===== src/rtl/hrlc_pkg.sv =====
// Shared constants and types for the HTTP request line checker.
package hrlc_pkg;

    localparam logic [7:0] CH_SPACE = 8'h20;
    localparam logic [7:0] CH_QUOTE = 8'h22;
    localparam logic [7:0] CH_DOT   = 8'h2E;
    localparam logic [7:0] CH_SLASH = 8'h2F;
    localparam logic [7:0] CH_QMARK = 8'h3F;
    localparam logic [7:0] CH_CR    = 8'h0D;
    localparam logic [7:0] CH_LF    = 8'h0A;
    localparam logic [7:0] CH_G     = 8'h47;
    localparam logic [7:0] CH_E     = 8'h45;
    localparam logic [7:0] CH_T     = 8'h54;

    localparam logic [1:0] VERDICT_OK      = 2'd0;
    localparam logic [1:0] VERDICT_BAD     = 2'd1;
    localparam logic [1:0] VERDICT_METHOD  = 2'd2;
    localparam logic [1:0] VERDICT_NOTIMPL = 2'd3;

    localparam logic [2:0] METHOD_NONE = 3'd0;
    localparam logic [2:0] METHOD_G    = 3'd1;
    localparam logic [2:0] METHOD_GE   = 3'd2;
    localparam logic [2:0] METHOD_DONE = 3'd3;
    localparam logic [2:0] METHOD_FAIL = 3'd4;

    localparam logic [1:0] SPACE_MAX   = 2'd3;
    localparam logic [1:0] SPACE_TWO   = 2'd2;
    localparam logic [1:0] SPACE_ONE   = 2'd1;
    localparam logic [1:0] SPACE_NONE  = 2'd0;

    typedef struct packed {
        logic [1:0] space_count;
        logic [2:0] method_progress;
        logic       target_started;
        logic       slash_ok;
        logic       quote_seen;
        logic       question_seen;
        logic       dot_in_path;
        logic       prev_was_cr;
        logic       crlf_found;
    } line_state_t;

    typedef struct packed {
        logic [1:0] verdict;
        logic       query_present;
    } result_t;

endpackage


===== src/rtl/hrlc_eval.sv =====
// Per-line state tracking and verdict logic of the request line checker.
module hrlc_eval (
    input  logic             clk,
    input  logic             rst_n,
    input  logic             step,
    input  logic [7:0]       char_in,
    input  logic             line_end,
    output hrlc_pkg::result_t result
);
    import hrlc_pkg::*;

    line_state_t st_reg;
    line_state_t st_next;

    always_comb
    begin
        st_next = st_reg;
        if (st_reg.prev_was_cr && char_in == CH_LF)
        begin
            st_next.crlf_found = 1'b1;
        end
        st_next.prev_was_cr = (char_in == CH_CR);

        if (char_in == CH_SPACE)
        begin
            if (st_reg.space_count != SPACE_MAX)
            begin
                st_next.space_count = st_reg.space_count + 2'd1;
            end
        end
        else if (st_reg.space_count == SPACE_NONE)
        begin
            // advance the GET match, any miss sticks
            case (st_reg.method_progress)
                METHOD_NONE: st_next.method_progress = (char_in == CH_G) ? METHOD_G : METHOD_FAIL;
                METHOD_G:    st_next.method_progress = (char_in == CH_E) ? METHOD_GE : METHOD_FAIL;
                METHOD_GE:   st_next.method_progress = (char_in == CH_T) ? METHOD_DONE
                                                                         : METHOD_FAIL;
                default:     st_next.method_progress = METHOD_FAIL;
            endcase
        end
        else if (st_reg.space_count == SPACE_ONE)
        begin
            if (!st_reg.target_started)
            begin
                st_next.slash_ok       = (char_in == CH_SLASH);
                st_next.target_started = 1'b1;
            end
            if (char_in == CH_QUOTE)
            begin
                st_next.quote_seen = 1'b1;
            end
            if (char_in == CH_QMARK)
            begin
                st_next.question_seen = 1'b1;
            end
            if (char_in == CH_DOT && !st_reg.question_seen)
            begin
                st_next.dot_in_path = 1'b1;
            end
        end
    end

    always_comb
    begin
        if (st_next.space_count != SPACE_TWO)
            result.verdict = VERDICT_BAD;
        else if (!st_next.crlf_found)
            result.verdict = VERDICT_BAD;
        else if (st_next.method_progress != METHOD_DONE)
            result.verdict = VERDICT_METHOD;
        else if (!st_next.slash_ok)
            result.verdict = VERDICT_NOTIMPL;
        else if (st_next.quote_seen)
            result.verdict = VERDICT_BAD;
        else if (!st_next.dot_in_path)
            result.verdict = VERDICT_NOTIMPL;
        else
            result.verdict = VERDICT_OK;
        result.query_present = (result.verdict == VERDICT_OK) && st_next.question_seen;
    end

    // clear everything after the final beat of a line
    always_ff @(posedge clk or negedge rst_n)
    begin
        if (!rst_n)
        begin
            st_reg <= '0;
        end
        else if (step)
        begin
            st_reg <= line_end ? line_state_t'('0) : st_next;
        end
    end

endmodule


===== config.mk =====
export PLATFORM = sky130hd
export DESIGN_NAME = hrlc_eval
export DESIGN_NICKNAME = d
export VERILOG_FILES = /design/src/rtl/hrlc_pkg.sv /design/src/rtl/hrlc_eval.sv
export SDC_FILE = /design/constraint.sdc
export NUM_CORES = 1
export LEC_CHECK = 0
export BUFFER_PORTS_ARGS = -buffer_cell sky130_fd_sc_hd__buf_2
export CAP_MARGIN = 20
export CORE_UTILIZATION = 50
export DETAILED_ROUTE_END_ITERATION = 16
export PLACE_DENSITY = 0.76
export SKIP_CTS_REPAIR_TIMING = 1
export SLEW_MARGIN = 10
export SYNTH_ARGS = -nofsm -noshare
export SYNTH_HDL_FRONTEND = slang
export SYNTH_SLANG_ARGS = --single-unit

===== constraint.sdc =====
create_clock -name clk -period 4.8 [get_ports clk]
set_clock_uncertainty 0.15 [all_clocks]
set_input_delay 0.24 -clock clk [delete_from_list [all_inputs] [get_ports clk]]
set_output_delay 0.24 -clock clk [all_outputs]
set_load 0.1 [all_outputs]

Yosys cells after proc, flatten, opt, wreduce, memory -nomap -nowiden --
Index checks and enable logic that the tools add are counted.
Storage, ports and cells: register bits after elaboration 12, bits of input ports 12, output and inout port bits 3
Operators by class: add/sub/neg operators 1, eq/ne operators 18, muxes and demuxes 22, reduce and logical (&&, ||, !) cells 9
Operator list (count):
- equality test 8 x 6 -> 1 bit (second input constant) | 5
- equality test 8 x 7 -> 1 bit (second input constant) | 3
- equality test 8 x 4 -> 1 bit (second input constant) | 2
- 2-to-1 mux 2 bit | 8
- 2-to-1 mux 12 bit | 1
- 2-to-1 mux 3 bit | 4
- 2-to-1 mux 5 bit | 2
- case mux 3 bit (3 select lines) | 1
- 2-to-1 mux 8 bit | 1
- != test 2 bit (second input constant) | 4
- 2-to-1 mux 1 bit | 5
- zero test 2 bit | 2
- AND reduction 4 bit | 1
- equality test 3 x 1 -> 1 bit (second input constant) | 1
- equality test 3 x 2 -> 1 bit (second input constant) | 1
- logical AND 1 bit | 3
- zero test 3 bit | 1
- != test 3 x 2 -> 1 bit (second input constant) | 1
- adder 2 x 1 -> 2 bit (second input constant) | 1
- equality test 2 x 1 -> 1 bit (second input constant) | 1
- nonzero test 2 bit | 1
- zero test 1 bit | 1

Logic depth before layout (Yosys ltp) --
Gate-level depths: netlist of run 1.
depth after elaboration 14, mapped depth 5, depth with buffers taken out 5

Worst setup path before layout of run 1 --
No wires, ideal clock.
kind reg-to-output, start reg st_reg[10] in the netlist's numbering, end out result[0] in the netlist's numbering, arrival time 2.945 ns, required time 4.410 ns, setup slack 1.465 ns, cell stages (with the launch flop) 5, buffers on the path 0, cells stage by stage dfrtp_1 > a211oi_1 > mux2i_1 > nand3b_1 > nor4b_2
RTL lines:
- from (decl) | RTL line hrlc_eval.sv:12 | line_state_t st_reg;
- from (signal assigned) | RTL line hrlc_eval.sv:92 | st_reg <= line_end ? line_state_t'('0) : st_next;
- to (decl) | RTL line hrlc_eval.sv:8 | output hrlc_pkg::result_t result

==> metrics.md, run 1 <==
| Metric | Value |
|---|---|
| Starting density of the core | between 50% and 60% |
| Synth-to-Final Area Change | 13.0% |
| Nets | about 130 |
| CTS clk-pin slew, worst paths | 70 ps |
| Critical hold path startpoint | step |
| Worst vdd ir | 0.168 mV |
| DR iter-0 viols | 31 |
| RSZ-0062 raised after global routing | no |
| Share of cells above drive strength 1 | approximately a fifth |
| Fin Setup TNS | 0 ps |
| Drt pass-1 iters | 6 |
| Leak | 0.401 nW |
| Die Area | 0.00195 mm2 |
| Post-layout minimum cycle time | 2810 ps |
| Max reg flops | 12 |
| Max Transition Viols Final | 0 |
| First-pass GRT wire length | about 3.2 mm |
| Period utilisation layout | about three fifths |
| Min-Delay Path Class | in2reg |
| Synthesized instance count | 99 |
| Max Fclk | 0.356 GHz |
| Total CTS buffers | 3 |
| Crit path kind | reg2out |
| Worst R2R Start | st_reg[10]$_DFFE_PN0P_ |
| Largest net degree at the start of global routing | 14 |
| Max cap viols | 0 |
| EDFF count, synth | 0 |
| Vias in the first global route | 752 |
| GRT overflow | 0 |
| Die Y | 44.1 um |
| Final Hold Fails | 0 |
| Worst setup SP type | flop |
| Port bufs | 14 |
| Worst-Skew Late Latency | 260 ps |
| Synthesized area per cell | 8.96 um2 |
| CTS root buf | clkbuf_4 |
| Area of the core | 0.00158 mm2 |
| CP endpoint kind | primary output |
| Synth Cell Area | 887 um2 |
| Syn nets | ~110 |
| Largest area contributor in the synthesized netlist | dfrtp_1 |
| Deepest clock path buffer count | 2 |
| Synth warn | 0 |
| Initial antenna violation count | 0 |
| Synth Register Bits | 12 |
| Worst EP arrival | 2420 ps |
| Final setup violating endpoints | 0 |
| Remaining antenna violation count | 0 |
| CTS H-tree lvls | 1 |
| Synth area leaders | dfrtp_1 34%, nor2_1 4.2%, o21ai_0 3.9%, nand2_1 3.8%, a21oi_1 3.4% |
| Critical Path RT | 4410 ps |
| Final Util | a little under two thirds |
| Slew margin rel. | roughly 59% |
| Hpwl dp | about 1.5 mm |
| Row count | 14 |
| WL/cell | between 10 and 15 um |
| Pwr/cell area | between 150 and 200 mW/mm2 |
| DR vias | 842 |
| Global placement routability congestion | 0.870 |
| N_diodes | 0 |
| Worst Path Max Fanout | 6 |
| Clk sinks | 12 |
| I/O pin cnt | 15 |
| Ys flop type | dfrtp_1 |
| Synth top area share | 33.9% |
| Count leader, synth | dfrtp_1 |
| Drt total wl | 1.92 mm |
| CP startpoint | st_reg[10]$_DFFE_PN0P_ |
| Post-DR vias/cell | 6.43 |
| Total Routing Usage GR | between 20% and 30% |
| Slew @ Worst Pin | just over 600 ps |
| Synth cell count leaders | 12 x dfrtp_1, 10 x nor2_1, 9 x nand2_1, 7 x o21ai_0, 6 x a21oi_1 |
| Status | finished clean |
| Die W | 44.1 um |
| DRC | 0 |
| Yosys cell types | 40 |
| Asr flop ratio synth | 100% |
| Sequential-to-total area share from yosys stat | 33.9% |
| CTS tree | built |
==> per-stage QoR <==
step	power, W	hold slack (ps)	worst slack [ps]	cells	area, um2
after floorplan	0.000117	-206	1470	99	887
after global placement	0.000131	-18.3	2200	127	970
after detailed placement	0.000131	-22.8	2180	127	970
after CTS	0.000191	-317	2000	130	992
after global routing	0.000200	162	1850	131	1000
final	0.000188	168	1990	131	1000
==> report_power, final <==
part	leakage (nW)	switching, W	internal (W)
logic	0.222	0.0000168	0.0000102
clock network	0.0138	0.0000294	0.0000290
registers	0.165	0.00000106	0.000102
total	0.401	0.0000472	0.000141
==> worst paths after layout <==
check / cells after the start / endpoint / slack, ps
worst max-delay path: 5 / result[0] / 1990
max in group asynchronous: 2 / st_reg[7]$_DFFE_PN0P_ / 4070
worst min register to register: 2 / st_reg[5]$_DFFE_PN0P_ / 340
worst max register to register: 4 / st_reg[8]$_DFFE_PN0P_ / 3150
min in group asynchronous: 2 / st_reg[2]$_DFFE_PN0P_ / 210
worst min-delay path: 2 / st_reg[1]$_DFFE_PN0P_ / 170
==> metal layers <==
layer / vias to the layer above / wire length (um) / track usage, %
met3: 2 / 137 / 4.90
met4: 0 / 23 / 8.48
met1: 397 / 893 / 31.3
li1: 405 / - / -
met5: - / 0 / 0
met2: 38 / 862 / 32.6
==> worst max-delay path, cell delays in order (launching register included) <==
cell and delay [ps]:
dfrtp_1 430, a211oi_1 550, mux2i_1 350, nand3b_1 150, nor4b_2 220, buf_2 460
==> cell usage in the layout (no fill, tap or decap), types with 2 or more instances in the layout <==
cell type | netlist | layout
a21o_1 | 2 | 2
a21oi_1 | 6 | 6
a41oi_1 | 2 | 2
and2_1 | 3 | 3
and2b_1 | 3 | 3
and3_1 | 2 | 2
buf_2 | 0 | 14
clkbuf_4 | 0 | 3
dfrtp_1 | 12 | 12
inv_1 | 4 | 4
mux2i_1 | 2 | 2
nand2_1 | 9 | 9
nand3_1 | 5 | 5
nor2_1 | 10 | 10
nor2b_1 | 2 | 2
nor3_1 | 3 | 3
nor4b_2 | 2 | 2
o21ai_0 | 7 | 7
==> area by class of cell <==
| cell class | instances | area [um2] |
|---|---|---|
| clock buffer | 3 | 22.5 |
| fill | 131 | 574 |
| inverter | 4 | 15.0 |
| multi-input combinational | 81 | 564 |
| sequential | 12 | 300 |
| tap | 16 | 20.0 |
| timing repair buffer | 15 | 80.1 |
==> cell families after synthesis <==
kind of cell	share of synthesized area, %
compound gates	22.4
buf+inv	2.54
mux	2.26
flops	33.9
simple gates	38.9
Power figures use the tool's default switching activity.
==> inputs of run 2 (changes only) <==
==> constraint.sdc (replaced) <==
create_clock -name clk -period 2.7 [get_ports clk]
set_clock_uncertainty 0.15 [all_clocks]
set_input_delay 0.135 -clock clk [delete_from_list [all_inputs] [get_ports clk]]
set_output_delay 0.135 -clock clk [all_outputs]
set_load 0.1 [all_outputs]
==> run 2 against run 1 <==
Against the previous run: the flow now finishes with violations (design-rule violations); worst hold slack worse by 84 ps; total power up 76%; combinational power up 79%; via count down 3.8%; critical path depth up 1; sequential cell count unchanged; clock power up 70%; sequential power up 78%; final area up 3.9%; non-clock buffer count up 2; critical endpoint unchanged.
==> metrics.md, run 2 (synthesis results as in run 1) <==
| Metric | Value |
|---|---|
| Final instance area | 0.00104 mm2 (was 0.00100 mm2) |
| Worst path bufs/invs | 2 (was 1) |
| Global placement routability congestion | 0.883 (was 0.870) |
| Largest net degree at the start of global routing | 14 (unchanged) |
| Met2 Track Usage GR | 36.2% (was 32.6%) |
| Remaining antenna violation count | 0 (unchanged) |
| Worst Path Max Fanout | 6 (unchanged) |
| Worst EP arrival | 2270 ps (was 2420 ps) |
| DR vias | 810 (was 842) |
| CTS H-tree lvls | 1 (unchanged) |
| Port bufs | 14 (unchanged) |
| Final setup violating endpoints | 0 (unchanged) |
| DR iter-0 viols | 12 (was 31) |
| Flop pwr share | 55.3% (was 54.7%) |
| Clock share of power | 30.0% (was 31.0%) |
| GR Layer Usage met1 | 35.9% (was 31.3%) |
| Most frequent cells in the layout | 13 x buf_2, 12 x dfrtp_1, 10 x nor2_1 (was 14 x buf_2, 12 x dfrtp_1, 10 x nor2_1) |
| NetSw | 0.0000801 W (was 0.0000472 W) |
| Starting density of the core | 56.3% (unchanged) |
| Status | finished, violations left (was finished clean) |
| GR peak layer | met2 (unchanged) |
| Drt total wl | 1.97 mm (was 1.92 mm) |
| Worst path cell trace | inv_1 -> a2111oi_4 -> mux2i_1 -> nand3b_1 -> nor4b_4 -> buf_2 (was a211oi_1 -> mux2i_1 -> nand3b_1 -> nor4b_2 -> buf_2) |
| RSZ-0062 raised after global routing | no (unchanged) |
| Post-DP Area | 0.00101 mm2 (was 970 um2) |
| Post-layout minimum cycle time | 2560 ps |
| Row count | 14 (unchanged) |
| Period utilisation layout | between 90% and 100% |
| Die Y | 44.1 um (unchanged) |
| Share of cells above drive strength 1 | 22.2% (was 20.9%) |
| Max cap viols | 0 (unchanged) |
| Worst setup SP type | flop (unchanged) |
| WL/cell | 14.8 um (was 14.6 um) |
| CP endpoint kind | primary output (unchanged) |
| Post-DR vias/cell | 6.09 (was 6.43) |
| Die W | 44.1 um (unchanged) |
| CTS root buf | clkbuf_4 (unchanged) |
| DRC | 1 (was 0) |
| Max Fclk | 0.391 GHz |
| Initial antenna violation count | 0 (unchanged) |
| Critical Path RT | 2410 ps (was 4410 ps) |
| Max incr delay on CP | 460 ps (was 550 ps) |
| Area of the core | 0.00158 mm2 (unchanged) |
| I/O pin cnt | 15 (unchanged) |
| Worst vdd ir | 0.287 mV (was 0.168 mV) |
| Critical path's top delay family | buffers and inverters (was compound AO/OA/AOI/OAI gates) |
| Nets | 131 (was 129) |
| Max reg flops | 12 (unchanged) |
| Min-Delay Path Class | in2reg (unchanged) |
| Internal portion of total power | 0.000251 W (was 0.000141 W) |
| Clk sinks | 12 (unchanged) |
| Leak | 0.437 nW (was 0.401 nW) |
| Fin Setup TNS | 0 ps (unchanged) |
| Slew margin rel. | 67.9% (was 59.4%) |
| Total Routing Usage GR | 24.6% (was 22.0%) |
| Synth-to-Final Area Change | 17.3% (was 13.0%) |
| N_diodes | 0 (unchanged) |
| Combinational share of power | 14.6% (was 14.3%) |
| Most common cell after layout, fill and taps aside | buf_2 (unchanged) |
| Drt pass-1 iters | 12 (was 6) |
| GRT overflow | 0 (unchanged) |
| First-pass GRT wire length | 3.51 mm (was 3.18 mm) |
| CTS tree | built (unchanged) |
| Slew @ Worst Pin | 484 ps (was 605 ps) |
| Switching share of power | 24.2% (was 25.1%) |
| Total CTS buffers | 3 (unchanged) |
| Vias in the first global route | 779 (was 752) |
| Final Hold Fails | 0 (unchanged) |
| M3 GR Usage | 2.86% (was 4.90%) |
| Hpwl dp | 1.54 mm (was 1.52 mm) |
| CTS clk-pin slew, worst paths | 60 ps (was 70 ps) |
| Pwr/cell area | 318 mW/mm2 (was 188 mW/mm2) |
| Worst-Skew Late Latency | 260 ps (about the same) |
| Max Transition Viols Final | 0 (unchanged) |
| CP max stage cell | buf_2 (was a211oi_1) |
| Deepest clock path buffer count | 2 (unchanged) |
| Die Area | 0.00195 mm2 (unchanged) |
| Violated checks | design-rule violations |
| # fillers | 126 (was 131) |
| Crit path kind | reg2out (unchanged) |
[run 2: changes by cell type in the layout (fill, tap and decap cells not counted)]
cell     before  now
buf_4         0    2
buf_12        0    1
buf_2        14   13
nor4b_2       2    1
nor4b_4       1    2
[run 2: metrics by stage]
step	util [%]	instances	setup WS (ps)	hold slack (ps)	power, W
2_1_floorplan	-	99	86.4	-311	0.000207
3_3_place_gp	64.0	129	405	-131	0.000233
3_5_place_dp	64.0	129	393	-129	0.000234
4_1_cts	65.4	132	146	-420	0.000338
5_1_grt	66.0	133	30.1	69.2	0.000350
6_report	66.0	133	145	83.6	0.000331
[run 2: path summary, 6_finish.rpt]
check                                         to  slack [ps]                   start  cells past startpoint
max in group asynchronous  st_reg[7]$_DFFE_PN0P_        2070                   rst_n                      2
min in group asynchronous  st_reg[2]$_DFFE_PN0P_         120                   rst_n                      2
max reg2reg                st_reg[8]$_DFFE_PN0P_        1100  st_reg[10]$_DFFE_PN0P_                      5
min                        st_reg[1]$_DFFE_PN0P_          80                    step                      2
min reg2reg                st_reg[5]$_DFFE_PN0P_         350   st_reg[5]$_DFFE_PN0P_                      2
max                                    result[0]         140  st_reg[10]$_DFFE_PN0P_                      6
[run 2: routing by layer]
| metal | up-vias | part of all wire [%] | wire length [um] |
|---|---|---|---|
| met2 | 17 | 43 | 857 |
| met3 | 2 | 4.3 | 85 |
| met4 | 0 | 0.66 | 13 |
| met5 | - | 0 | 0 |
| li1 | 410 | - | - |
| met1 | 381 | 51 | 1020 |
[run 2: power groups by stage]
stage / Combinational, W / Clock [W] / Sequential, W
floorplan: 0.0000212 / 0 / 0.000186
global route: 0.0000537 / 0.000113 / 0.000183
global placement: 0.0000459 / 0 / 0.000187
CTS: 0.0000474 / 0.000108 / 0.000183
detailed placement: 0.0000471 / 0 / 0.000187
finish: 0.0000484 / 0.0000995 / 0.000183
[run 2: layout make-up]
| type | count | area [um2] | area share (%) |
|---|---|---|---|
| Timing Repair Buffer | 17 | 110 | 10.6 |
| Tap cell | 16 | 20.0 | 1.92 |
| Multi-Input combinational cell | 81 | 573 | 55.0 |
| Clock buffer | 3 | 22.5 | 2.16 |
| Inverter | 4 | 15.0 | 1.44 |
| Sequential cell | 12 | 300 | 28.8 |
[run 2: worst reg2reg max path, cell delays in order, from the launching register on]
cell and delay [ps]:
dfrtp_1 440, a211oi_1 380, buf_4 200, o21a_1 110
o21ai_0 60, o2bb2ai_1 140
